`src/rtl/wpc_pkg.sv`:
```
// ----------------------------------------------------------------------------
// wpc_pkg
// Shared widths, constants and types for the waypoint position step
// controller: configuration layout, result modes and counter limits.
// ----------------------------------------------------------------------------
package wpc_pkg;

    // field widths
    localparam int POS_W     = 24;
    localparam int HEAD_W    = 13;
    localparam int SPEED_W   = 17;
    localparam int PTOL_W    = 17;
    localparam int HTOL_W    = 12;
    localparam int CMD_W     = 18;
    localparam int MODE_W    = 2;
    localparam int CFG_IDX_W = 3;
    localparam int CFG_DAT_W = 24;

    // widths of differences and sums
    localparam int POS_ERR_W  = POS_W + 1;
    localparam int HEAD_ERR_W = HEAD_W + 1;

    // counter widths
    localparam int SETTLE_W  = 6;
    localparam int OUTSIDE_W = 4;
    localparam int BRAKE_W   = 6;

    // counter thresholds
    localparam logic [SETTLE_W-1:0]  SETTLE_TICKS  = 6'd50;
    localparam logic [OUTSIDE_W-1:0] OUTSIDE_LIMIT = 4'd10;
    localparam logic [BRAKE_W-1:0]   BRAKE_TICKS   = 6'd50;

    // height setpoint saturation bounds
    localparam logic signed [POS_ERR_W-1:0] Z_MAX = 25'sd8000000;
    localparam logic signed [POS_ERR_W-1:0] Z_MIN = -25'sd8000000;

    // reset values of the unsigned registers
    localparam logic [SPEED_W-1:0] SPEED_LIMIT_RST = 17'd2000;
    localparam logic [PTOL_W-1:0]  POS_TOL_RST     = 17'd500;
    localparam logic [HTOL_W-1:0]  HEAD_TOL_RST    = 12'd35;

    // result modes
    typedef enum logic [MODE_W-1:0] {
        MODE_SETPOINT = 2'd0,
        MODE_BRAKE    = 2'd1,
        MODE_FINISHED = 2'd2
    } mode_t;

    // configuration register indexes
    typedef enum logic [CFG_IDX_W-1:0] {
        REG_TARGET_X       = 3'd0,
        REG_TARGET_Y       = 3'd1,
        REG_TARGET_Z       = 3'd2,
        REG_TARGET_HEADING = 3'd3,
        REG_START_ALTITUDE = 3'd4,
        REG_SPEED_LIMIT    = 3'd5,
        REG_POS_TOLERANCE  = 3'd6,
        REG_HEAD_TOLERANCE = 3'd7
    } reg_idx_t;

    // configuration register set
    typedef struct packed {
        logic signed [POS_W-1:0]  target_x;
        logic signed [POS_W-1:0]  target_y;
        logic signed [POS_W-1:0]  target_z;
        logic signed [HEAD_W-1:0] target_heading;
        logic signed [POS_W-1:0]  start_altitude;
        logic [SPEED_W-1:0]       speed_limit;
        logic [PTOL_W-1:0]        position_tolerance;
        logic [HTOL_W-1:0]        heading_tolerance;
    } cfg_t;

    // register set after reset
    localparam cfg_t CFG_RST = '{24'sd0, 24'sd0, 24'sd0, 13'sd0, 24'sd0,
                                 SPEED_LIMIT_RST, POS_TOL_RST, HEAD_TOL_RST};

    // datapath results for one measurement
    typedef struct packed {
        logic signed [CMD_W-1:0]  x_cmd;
        logic signed [CMD_W-1:0]  y_cmd;
        logic signed [POS_W-1:0]  z_cmd;
        logic signed [HEAD_W-1:0] heading_cmd;
        logic                     settled;
    } calc_t;

endpackage

```
`src/rtl/wpc_if.sv`:
```
// ----------------------------------------------------------------------------
// wpc channel interfaces
// Valid/ready channels for measurements, results and configuration writes.
// ----------------------------------------------------------------------------

// measurement channel
interface wpc_in_if
    import wpc_pkg::*;
();
    logic                     valid;
    logic                     ready;
    logic signed [POS_W-1:0]  meas_x;
    logic signed [POS_W-1:0]  meas_y;
    logic signed [POS_W-1:0]  meas_z;
    logic signed [HEAD_W-1:0] meas_heading;

    modport source (output valid, meas_x, meas_y, meas_z, meas_heading, input ready);
    modport sink   (input valid, meas_x, meas_y, meas_z, meas_heading, output ready);
endinterface

// result channel
interface wpc_out_if
    import wpc_pkg::*;
();
    logic                     valid;
    logic                     ready;
    logic [MODE_W-1:0]        mode;
    logic signed [CMD_W-1:0]  x_cmd;
    logic signed [CMD_W-1:0]  y_cmd;
    logic signed [POS_W-1:0]  z_cmd;
    logic signed [HEAD_W-1:0] heading_cmd;

    modport source (output valid, mode, x_cmd, y_cmd, z_cmd, heading_cmd, input ready);
    modport sink   (input valid, mode, x_cmd, y_cmd, z_cmd, heading_cmd, output ready);
endinterface

// configuration write channel
interface wpc_cfg_if
    import wpc_pkg::*;
();
    logic                 valid;
    logic                 ready;
    logic [CFG_IDX_W-1:0] index;
    logic [CFG_DAT_W-1:0] data;

    modport source (output valid, index, data, input ready);
    modport sink   (input valid, index, data, output ready);
endinterface

```
`src/rtl/wpc_cfg_regs.sv`:
```
// ----------------------------------------------------------------------------
// wpc_cfg_regs
// Configuration register file, written one register per transaction.
// ----------------------------------------------------------------------------
module wpc_cfg_regs
    import wpc_pkg::*;
(
    input  logic      clk,
    input  logic      rst_n,
    wpc_cfg_if.sink   cfg,
    output cfg_t      cfg_val
);

    cfg_t     cfg_reg;
    cfg_t     cfg_next;
    reg_idx_t idx;

    // writes are always taken
    assign cfg.ready = 1'b1;
    assign idx       = reg_idx_t'(cfg.index);
    assign cfg_val   = cfg_reg;

    // register decode
    always_comb
    begin
        cfg_next = cfg_reg;
        if (cfg.valid)
        begin
            unique case (idx)
                REG_TARGET_X:       cfg_next.target_x       = cfg.data[POS_W-1:0];
                REG_TARGET_Y:       cfg_next.target_y       = cfg.data[POS_W-1:0];
                REG_TARGET_Z:       cfg_next.target_z       = cfg.data[POS_W-1:0];
                REG_TARGET_HEADING: cfg_next.target_heading = cfg.data[HEAD_W-1:0];
                REG_START_ALTITUDE: cfg_next.start_altitude = cfg.data[POS_W-1:0];
                REG_SPEED_LIMIT:    cfg_next.speed_limit    = cfg.data[SPEED_W-1:0];
                REG_POS_TOLERANCE:  cfg_next.position_tolerance = cfg.data[PTOL_W-1:0];
                REG_HEAD_TOLERANCE: cfg_next.heading_tolerance  = cfg.data[HTOL_W-1:0];
                default:            cfg_next = cfg_reg;
            endcase
        end
    end

    // register state
    always_ff @(posedge clk or negedge rst_n)
    begin
        if (!rst_n)
        begin
            cfg_reg <= CFG_RST;
        end
        else
        begin
            cfg_reg <= cfg_next;
        end
    end

endmodule

```
`src/rtl/wpc_cmd_calc.sv`:
```
// ----------------------------------------------------------------------------
// wpc_cmd_calc
// Setpoint datapath: axis errors, horizontal clamp, height saturation and
// the settle window test for one measurement.
// ----------------------------------------------------------------------------
module wpc_cmd_calc
    import wpc_pkg::*;
(
    input  cfg_t                     cfg_val,
    input  logic signed [POS_W-1:0]  meas_x,
    input  logic signed [POS_W-1:0]  meas_y,
    input  logic signed [POS_W-1:0]  meas_z,
    input  logic signed [HEAD_W-1:0] meas_heading,
    output calc_t                    calc
);

    // magnitude of a position error
    function automatic logic [POS_ERR_W-1:0] pos_mag(input logic signed [POS_ERR_W-1:0] e);
        pos_mag = e[POS_ERR_W-1] ? POS_ERR_W'(-e) : POS_ERR_W'(e);
    endfunction

    // clamp a horizontal error to plus or minus the speed limit
    function automatic logic signed [CMD_W-1:0] clamp_cmd(
        input logic signed [POS_ERR_W-1:0] e,
        input logic [SPEED_W-1:0]          lim
    );
        logic [POS_ERR_W-1:0] m;
        logic signed [CMD_W-1:0] lim_s;
        m     = pos_mag(e);
        lim_s = $signed({1'b0, lim});
        if (m >= POS_ERR_W'(lim))
            clamp_cmd = (!e[POS_ERR_W-1] && (e != '0)) ? lim_s : CMD_W'(-lim_s);
        else
            clamp_cmd = e[CMD_W-1:0];
    endfunction

    logic signed [POS_ERR_W-1:0]  ex;
    logic signed [POS_ERR_W-1:0]  ey;
    logic signed [POS_ERR_W-1:0]  ez;
    logic signed [HEAD_ERR_W-1:0] eh;
    logic [HEAD_ERR_W-1:0]        eh_mag;
    logic signed [POS_ERR_W-1:0]  z_sum;
    logic [POS_ERR_W-1:0]         ptol;

    // errors: target minus measured, yaw measured minus target
    assign ex = POS_ERR_W'(cfg_val.target_x) - POS_ERR_W'(meas_x);
    assign ey = POS_ERR_W'(cfg_val.target_y) - POS_ERR_W'(meas_y);
    assign ez = POS_ERR_W'(cfg_val.target_z) - POS_ERR_W'(meas_z);
    assign eh = HEAD_ERR_W'(meas_heading) - HEAD_ERR_W'(cfg_val.target_heading);
    assign eh_mag = eh[HEAD_ERR_W-1] ? HEAD_ERR_W'(-eh) : HEAD_ERR_W'(eh);

    // absolute height setpoint
    assign z_sum = POS_ERR_W'(cfg_val.start_altitude) + POS_ERR_W'(cfg_val.target_z);

    assign ptol = POS_ERR_W'(cfg_val.position_tolerance);

    // command and settle outputs
    always_comb
    begin
        calc.x_cmd       = clamp_cmd(ex, cfg_val.speed_limit);
        calc.y_cmd       = clamp_cmd(ey, cfg_val.speed_limit);
        calc.heading_cmd = cfg_val.target_heading;
        if (z_sum > Z_MAX)
            calc.z_cmd = Z_MAX[POS_W-1:0];
        else if (z_sum < Z_MIN)
            calc.z_cmd = Z_MIN[POS_W-1:0];
        else
            calc.z_cmd = z_sum[POS_W-1:0];
        calc.settled = (pos_mag(ex) < ptol) && (pos_mag(ey) < ptol) &&
                       (pos_mag(ez) < ptol) &&
                       (eh_mag < HEAD_ERR_W'(cfg_val.heading_tolerance));
    end

endmodule

```
`src/rtl/wpc_pipe.sv`:
```
// ----------------------------------------------------------------------------
// wpc_pipe
// Input register, settle/outside/brake counters and result register.
// ----------------------------------------------------------------------------
module wpc_pipe
    import wpc_pkg::*;
(
    input  logic      clk,
    input  logic      rst_n,
    input  cfg_t      cfg_val,
    wpc_in_if.sink    meas,
    wpc_out_if.source result
);

    // input register
    logic                     in_valid_reg;
    logic                     in_valid_next;
    logic signed [POS_W-1:0]  meas_x_reg;
    logic signed [POS_W-1:0]  meas_y_reg;
    logic signed [POS_W-1:0]  meas_z_reg;
    logic signed [HEAD_W-1:0] meas_heading_reg;

    // result register
    logic                     out_valid_reg;
    logic                     out_valid_next;
    mode_t                    mode_reg;
    mode_t                    mode_next;
    logic signed [CMD_W-1:0]  x_cmd_reg;
    logic signed [CMD_W-1:0]  x_cmd_next;
    logic signed [CMD_W-1:0]  y_cmd_reg;
    logic signed [CMD_W-1:0]  y_cmd_next;
    logic signed [POS_W-1:0]  z_cmd_reg;
    logic signed [POS_W-1:0]  z_cmd_next;
    logic signed [HEAD_W-1:0] heading_cmd_reg;
    logic signed [HEAD_W-1:0] heading_cmd_next;

    // counters
    logic [SETTLE_W-1:0]  settle_count_reg;
    logic [SETTLE_W-1:0]  settle_count_next;
    logic [OUTSIDE_W-1:0] outside_count_reg;
    logic [OUTSIDE_W-1:0] outside_count_next;
    logic [BRAKE_W-1:0]   brake_count_reg;
    logic [BRAKE_W-1:0]   brake_count_next;

    logic  in_take;
    logic  out_free;
    logic  advance;
    calc_t calc;

    // handshake
    assign out_free   = !out_valid_reg || result.ready;
    assign advance    = in_valid_reg && out_free;
    assign meas.ready = !in_valid_reg || advance;
    assign in_take    = meas.valid && meas.ready;

    assign in_valid_next  = in_take ? 1'b1 : (advance ? 1'b0 : in_valid_reg);
    assign out_valid_next = advance ? 1'b1 : (result.ready ? 1'b0 : out_valid_reg);

    wpc_cmd_calc u_calc (
        .cfg_val      (cfg_val),
        .meas_x       (meas_x_reg),
        .meas_y       (meas_y_reg),
        .meas_z       (meas_z_reg),
        .meas_heading (meas_heading_reg),
        .calc         (calc)
    );

    // step decision and counter update
    always_comb
    begin
        settle_count_next  = settle_count_reg;
        outside_count_next = outside_count_reg;
        brake_count_next   = brake_count_reg;
        mode_next          = MODE_SETPOINT;
        x_cmd_next         = '0;
        y_cmd_next         = '0;
        z_cmd_next         = '0;
        heading_cmd_next   = '0;
        if (brake_count_reg > BRAKE_TICKS)
        begin
            mode_next = MODE_FINISHED;
        end
        else if (brake_count_reg != '0)
        begin
            mode_next = MODE_BRAKE;
            if (brake_count_reg != '1)
                brake_count_next = brake_count_reg + BRAKE_W'(1);
        end
        else
        begin
            x_cmd_next       = calc.x_cmd;
            y_cmd_next       = calc.y_cmd;
            z_cmd_next       = calc.z_cmd;
            heading_cmd_next = calc.heading_cmd;
            if (calc.settled)
            begin
                if (settle_count_reg != '1)
                    settle_count_next = settle_count_reg + SETTLE_W'(1);
            end
            else if (settle_count_reg != '0)
            begin
                if (outside_count_reg != '1)
                    outside_count_next = outside_count_reg + OUTSIDE_W'(1);
            end
            // too many excursions restart the settle count
            if (outside_count_next > OUTSIDE_LIMIT)
            begin
                settle_count_next  = '0;
                outside_count_next = '0;
            end
            if (settle_count_next > SETTLE_TICKS)
                brake_count_next = BRAKE_W'(1);
        end
    end

    // control state
    always_ff @(posedge clk or negedge rst_n)
    begin
        if (!rst_n)
        begin
            in_valid_reg      <= 1'b0;
            out_valid_reg     <= 1'b0;
            settle_count_reg  <= '0;
            outside_count_reg <= '0;
            brake_count_reg   <= '0;
        end
        else
        begin
            in_valid_reg  <= in_valid_next;
            out_valid_reg <= out_valid_next;
            if (advance)
            begin
                settle_count_reg  <= settle_count_next;
                outside_count_reg <= outside_count_next;
                brake_count_reg   <= brake_count_next;
            end
        end
    end

    // payload registers
    always_ff @(posedge clk)
    begin
        if (in_take)
        begin
            meas_x_reg       <= meas.meas_x;
            meas_y_reg       <= meas.meas_y;
            meas_z_reg       <= meas.meas_z;
            meas_heading_reg <= meas.meas_heading;
        end
        if (advance)
        begin
            mode_reg        <= mode_next;
            x_cmd_reg       <= x_cmd_next;
            y_cmd_reg       <= y_cmd_next;
            z_cmd_reg       <= z_cmd_next;
            heading_cmd_reg <= heading_cmd_next;
        end
    end

    // result outputs
    assign result.valid       = out_valid_reg;
    assign result.mode        = mode_reg;
    assign result.x_cmd       = x_cmd_reg;
    assign result.y_cmd       = y_cmd_reg;
    assign result.z_cmd       = z_cmd_reg;
    assign result.heading_cmd = heading_cmd_reg;

    // excursion counter is cleared as soon as it passes its limit
    a_outside_bound: assert property (@(posedge clk) disable iff (!rst_n)
        outside_count_reg <= OUTSIDE_LIMIT)
        else $error("outside count above limit");

    // a full settle count always has braking started
    a_settle_brakes: assert property (@(posedge clk) disable iff (!rst_n)
        (settle_count_reg > SETTLE_TICKS) |-> (brake_count_reg != '0))
        else $error("settled without braking");

    // braking, once started, never stops
    a_brake_sticky: assert property (@(posedge clk) disable iff (!rst_n)
        (brake_count_reg != '0) |=> (brake_count_reg != '0))
        else $error("brake count dropped");

    // brake and finished results carry zero commands
    a_zero_cmds: assert property (@(posedge clk) disable iff (!rst_n)
        (out_valid_reg && (mode_reg != MODE_SETPOINT)) |->
        (x_cmd_reg == '0 && y_cmd_reg == '0 && z_cmd_reg == '0 && heading_cmd_reg == '0))
        else $error("nonzero command outside setpoint mode");

    // a stalled result leaves the counters untouched
    a_stall_holds: assert property (@(posedge clk) disable iff (!rst_n)
        (out_valid_reg && !result.ready) |=>
        ($stable(settle_count_reg) && $stable(outside_count_reg) && $stable(brake_count_reg)))
        else $error("counters moved under stall");

endmodule

```
`src/rtl/waypoint_position_step_controller_top.sv`:
```
// ----------------------------------------------------------------------------
// waypoint_position_step_controller_top
// Waypoint position step controller with settle detection and brake phase.
// ----------------------------------------------------------------------------
// Usage
//   meas   : one transaction per control tick, measured x/y/z offset (mm)
//            and yaw (mrad)
//   result : one transaction per measurement, mode plus x/y/z/yaw commands
//   cfg    : register writes (index, data), always ready; write only while
//            no measurement is in flight
// Path: a taken measurement passes the input register, then the result
//   register, before result.valid rises for it.
// Throughput: one measurement per cycle while result is not held; the
//   combinational datapath between the input and result registers sets this.
// Stall: while result is held, the result register keeps its transaction,
//   the input register takes one more measurement and then meas.ready drops.
// Reset: counters clear, targets and start altitude go to zero, speed limit
//   2000, position tolerance 500, heading tolerance 35; no item is in flight.
// ----------------------------------------------------------------------------
module waypoint_position_step_controller_top
    import wpc_pkg::*;
(
    input  logic      clk,
    input  logic      rst_n,
    wpc_in_if.sink    meas,
    wpc_out_if.source result,
    wpc_cfg_if.sink   cfg
);

    cfg_t cfg_val;

    // configuration registers
    wpc_cfg_regs u_cfg_regs (
        .clk     (clk),
        .rst_n   (rst_n),
        .cfg     (cfg),
        .cfg_val (cfg_val)
    );

    // measurement to result pipeline
    wpc_pipe u_pipe (
        .clk     (clk),
        .rst_n   (rst_n),
        .cfg_val (cfg_val),
        .meas    (meas),
        .result  (result)
    );

endmodule
```
`src/flat_wrapper.sv`:
```
// flat-port wrapper written by rule: the top's interface ports become plain ports
module waypoint_position_step_controller_top_flat import wpc_pkg::*;
  (clk, rst_n, meas_valid, meas_meas_x, meas_meas_y, meas_meas_z, meas_meas_heading, meas_ready, result_valid, result_mode, result_x_cmd, result_y_cmd, result_z_cmd, result_heading_cmd, result_ready, cfg_valid, cfg_index, cfg_data, cfg_ready);
  wpc_in_if meas_i ();
  wpc_out_if result_i ();
  wpc_cfg_if cfg_i ();
  input  logic clk;
  input  logic rst_n;
  input wire logic [$bits(meas_i.valid)-1:0] meas_valid;
  input wire logic [$bits(meas_i.meas_x)-1:0] meas_meas_x;
  input wire logic [$bits(meas_i.meas_y)-1:0] meas_meas_y;
  input wire logic [$bits(meas_i.meas_z)-1:0] meas_meas_z;
  input wire logic [$bits(meas_i.meas_heading)-1:0] meas_meas_heading;
  output wire logic [$bits(meas_i.ready)-1:0] meas_ready;
  output wire logic [$bits(result_i.valid)-1:0] result_valid;
  output wire logic [$bits(result_i.mode)-1:0] result_mode;
  output wire logic [$bits(result_i.x_cmd)-1:0] result_x_cmd;
  output wire logic [$bits(result_i.y_cmd)-1:0] result_y_cmd;
  output wire logic [$bits(result_i.z_cmd)-1:0] result_z_cmd;
  output wire logic [$bits(result_i.heading_cmd)-1:0] result_heading_cmd;
  input wire logic [$bits(result_i.ready)-1:0] result_ready;
  input wire logic [$bits(cfg_i.valid)-1:0] cfg_valid;
  input wire logic [$bits(cfg_i.index)-1:0] cfg_index;
  input wire logic [$bits(cfg_i.data)-1:0] cfg_data;
  output wire logic [$bits(cfg_i.ready)-1:0] cfg_ready;
  assign meas_i.valid = meas_valid;
  assign meas_i.meas_x = meas_meas_x;
  assign meas_i.meas_y = meas_meas_y;
  assign meas_i.meas_z = meas_meas_z;
  assign meas_i.meas_heading = meas_meas_heading;
  assign meas_ready = meas_i.ready;
  assign result_valid = result_i.valid;
  assign result_mode = result_i.mode;
  assign result_x_cmd = result_i.x_cmd;
  assign result_y_cmd = result_i.y_cmd;
  assign result_z_cmd = result_i.z_cmd;
  assign result_heading_cmd = result_i.heading_cmd;
  assign result_i.ready = result_ready;
  assign cfg_i.valid = cfg_valid;
  assign cfg_i.index = cfg_index;
  assign cfg_i.data = cfg_data;
  assign cfg_ready = cfg_i.ready;
  waypoint_position_step_controller_top u_core (.clk(clk), .rst_n(rst_n), .meas(meas_i), .result(result_i), .cfg(cfg_i));
endmodule
```
`config.mk`:
```
export PLATFORM = sky130hd
export DESIGN_NAME = waypoint_position_step_controller_top_flat
export DESIGN_NICKNAME = d
export VERILOG_FILES = /design/src/rtl/wpc_pkg.sv /design/src/rtl/wpc_if.sv /design/src/rtl/wpc_cfg_regs.sv /design/src/rtl/wpc_cmd_calc.sv /design/src/rtl/wpc_pipe.sv /design/src/rtl/waypoint_position_step_controller_top.sv /design/src/flat_wrapper.sv
export SDC_FILE = /design/constraint.sdc
export NUM_CORES = 1
export LEC_CHECK = 0
export BUFFER_PORTS_ARGS = -buffer_cell sky130_fd_sc_hd__buf_4
export CORE_MARGIN = 2
export CORE_UTILIZATION = 50
export DETAILED_ROUTE_END_ITERATION = 8
export GPL_ROUTABILITY_DRIVEN = 0
export PLACE_DENSITY_LB_ADDON = 0.1
export SETUP_SLACK_MARGIN = 0.1
export SLEW_MARGIN = 20
export SYNTH_ARGS = -nofsm -noshare
export SYNTH_HDL_FRONTEND = slang
export SYNTH_HIERARCHICAL = 1
export SYNTH_SLANG_ARGS = --single-unit
```
`constraint.sdc`:
```
create_clock -name clk -period 13.7 [get_ports clk]
set_clock_uncertainty 0.1 [all_clocks]
set_input_delay 2.055 -clock clk [delete_from_list [all_inputs] [get_ports clk]]
set_output_delay 2.055 -clock clk [all_outputs]
set_load 0.1 [all_outputs]
```
==> run metrics <==
worst min path class=reg -> reg; total setup buffers inserted after CTS=0; clock tree root buffer cell=sky130_fd_sc_hd__clkbuf_16; Final Critical Period=7.86 ns; global-route total usage across every layer=25.6%; clock input transition at the sequential cells of the worst setup and hold paths=0.06 ns; initial standard-cell utilization of the core=50.6%; via count of the first global-routing pass=19,100; TritonCTS clock tree=yes; type of origin of the critical path=register; syn_nets=2,815; die extent in x=226 um; Largest register FFs=between 150 and 200; antenna violations before repair=4; slack of the worst reg-to-reg path=5.84 ns; Core Footprint=0.0488 mm^2; final count of pins violating max slew=0; hold path endpoint=u_core/u_cfg_regs/cfg_val[145]$_DFFE_PN0P_; Post-Syn Instances=2,480; transition time at the pin with the least slew margin=1.08 ns; RR Startpoint=u_core/u_cfg_regs/cfg_val[107]$_DFFE_PN0P_; synth warn=6; nets@finish=2,951; First DRT Iteration DRCs=1,239; most frequent cells in the layout=sky130_fd_sc_hd__ha_1, sky130_fd_sc_hd__buf_4, sky130_fd_sc_hd__inv_1; most instantiated flip-flop cell in the synthesis netlist=sky130_fd_sc_hd__edfxtp_1; post-route DRC violation count=0; count of flip-flops with a built-in enable after synthesis=160; standby leakage power=12.3 nW; worst slew margin relative to its limit=28.1%; number of hold violations in the final report=0; filler cell count=4,382; critical path data required time=approximately 14 ns; most common library cell in the layout ignoring fill and taps=sky130_fd_sc_hd__ha_1; critical path data arrival time=about 8 ns; Clock Sinks=about 330; Area Growth Syn to Fin=12.4%; share of the yosys chip area belonging to registers=37.0%; count of pins on the block boundary=195; first drt pass iteration count=5; setup TNS=0 ns; Worst Hold Margin=0.394 ns; layout cell share with drive strength beyond 1=19.2%; HPWL after DPL=49,000 um; routed via count divided by cell count=5.83; R2R Path End=u_core/u_pipe/brake_count_reg[1]$_DFFE_PN0P_; global-route congestion overflow total=0; worst supply voltage drop on vdd=~98 uV; Synth async-reset ratio=52.0%; ratio of total power to cell area=188 mW/mm^2; max_cap viols=0; post-synth design cell area=0.0247 mm^2; buffers from clock root to sink, at most=3; post-CTS resize count=0; largest net degree at the start of global routing=77; critical path's largest stage delay=0.60 ns; die area=0.0512 mm^2; maximum clock frequency=127 MHz; height of the chip=226 um; count of unique library cells instantiated by Yosys=between 100 and 150; detailed-route via count=19,300; wire length of the first global-routing pass=103,000 um; Final ANT Viol Nets=0; kind of end point of the critical path=register; placement row count=81; clock insertion delay at the later pin of the skew report=0.59 ns; Worst Hold Launch=u_core/u_cfg_regs/cfg_val[145]$_DFFE_PN0P_; Post-Syn Area per Cell=9.97 um^2; Setup Viol. Count Final=0; hold buffer count at CTS=0; unrepaired setup endpoints after global routing=no; I/O Buffers=about 190; maximum fanout count along the critical path=10; number of synthesized register bits=between 300 and 400; cell type of the slowest stage on the worst timing path=sky130_fd_sc_hd__and4_1; average wire per cell in the routed design=between 15 and 20 um; Final Cycle Share=57.4%; outcome=complete, no violations; number of cell instances on the worst register-to-register path=29; number of instances on the worst hold path=1; type of the setup path with the least slack=reg -> reg; TritonCTS Buffers=about 40; Total Wirelength=65,300 um; H-Tree Depth=2
metrics by stage:
step           utilization, %  power, mW  worst slack, ns  std cells  instance area (um^2)
6_report                 56.9       5.22             5.84       3315                 27800
5_1_grt                  56.8       5.62             5.27       3312                 27800
4_1_cts                  56.8       5.22             5.91       3312                 27800
3_5_place_dp             54.2       4.14             5.98       3237                 26500
3_3_place_gp             54.2       4.07             6.13       3237                 26500
2_1_floorplan               -       3.47             6.95       2480                 24700
critical path: cells and delay by family, from the launching register on:
kind | cells | cell delay (ns)
compound gates | 12 | 2.67
xor+xnor | 2 | 0.57
fa+ha+maj | 3 | 0.96
buf+inv | 1 | 0.04
flops | 1 | 0.34
mux | 1 | 0.33
simple gates | 10 | 2.69
routing by layer:
| layer | part of all wire [%] | GRT usage (%) | wire (um) | vias to the layer above |
|---|---|---|---|---|
| li1 | - | - | - | 9344 |
| met3 | 4.1 | 2.42 | 2670 | 87 |
| met4 | 2.4 | 7.66 | 1540 | 0 |
| met1 | 45 | 34.3 | 29500 | 9435 |
| met5 | 0 | 0 | 0 | - |
| met2 | 48 | 43.8 | 31500 | 448 |
logic make-up after synthesis:
group / count (synthesis) / synth area share (%)
other: 1 / 0.0152
adders and majority gates: 221 / 11.3
muxes: 212 / 9.45
and+or+nand+nor: 700 / 15.2
DFF: 333 / 37.0
AOI/OAI and AO/OA: 574 / 16.2
xor gates and xnor gates: 158 / 5.60
buffers and inverters: 281 / 5.18
where the power goes:
group          switching (mW)  internal [mW]  leakage, nW
combinational            1.71           1.15         8.06
sequential             0.0946           1.21         3.61
clock                   0.441          0.611        0.638
total                    2.24           2.97         12.3
worst max path at each step:
stage / from / to / depth (start not counted)
floorplan: u_core/u_cfg_regs/cfg_val[83]$_DFFE_PN0P_ / u_core/u_pipe/brake_count_reg[1]$_DFFE_PN0P_ / 32
global placement: u_core/u_cfg_regs/cfg_val[83]$_DFFE_PN0P_ / u_core/u_pipe/brake_count_reg[1]$_DFFE_PN0P_ / 30
detailed placement: u_core/u_cfg_regs/cfg_val[83]$_DFFE_PN0P_ / u_core/u_pipe/brake_count_reg[1]$_DFFE_PN0P_ / 30
CTS: u_core/u_cfg_regs/cfg_val[107]$_DFFE_PN0P_ / u_core/u_pipe/brake_count_reg[1]$_DFFE_PN0P_ / 29
global route: u_core/u_cfg_regs/cfg_val[107]$_DFFE_PN0P_ / u_core/u_pipe/brake_count_reg[1]$_DFFE_PN0P_ / 30
finish: u_core/u_cfg_regs/cfg_val[107]$_DFFE_PN0P_ / u_core/u_pipe/brake_count_reg[1]$_DFFE_PN0P_ / 29
cell usage after synthesis (all sizes together), types with 25 or more instances:
library cell	instances	area [um^2]
inv	170	638
nand2	137	517
buf	60	439
o21a	32	240
xor2	46	403
a31oi	25	156
nor3	37	195
nand4	38	238
nand3	37	185
mux2i	45	450
a21oi	148	752
o21ai	93	465
and2	98	613
nor2	155	584
edfxtp	160	4800
ha	213	2670
nor2b	35	219
dfrtp	158	3950
and3	28	176
mux2	167	1880
a21o	57	428
clkbuf	51	203
xnor2	112	981
layout make-up:
cell class / count / area, um^2 / share of cell area (%)
Multi-Input combinational cell: 1866 / 14300 / 51.5
Sequential cell: 333 / 9150 / 33.0
Timing Repair Buffer: 204 / 1540 / 5.53
Clock buffer: 56 / 1110 / 4.00
Tap cell: 664 / 831 / 2.99
Inverter: 170 / 639 / 2.30
Clock inverter: 19 / 191 / 0.689
Antenna cell: 3 / 7.51 / 0.0270
Note: power is estimated with default switching activity, not from simulation.
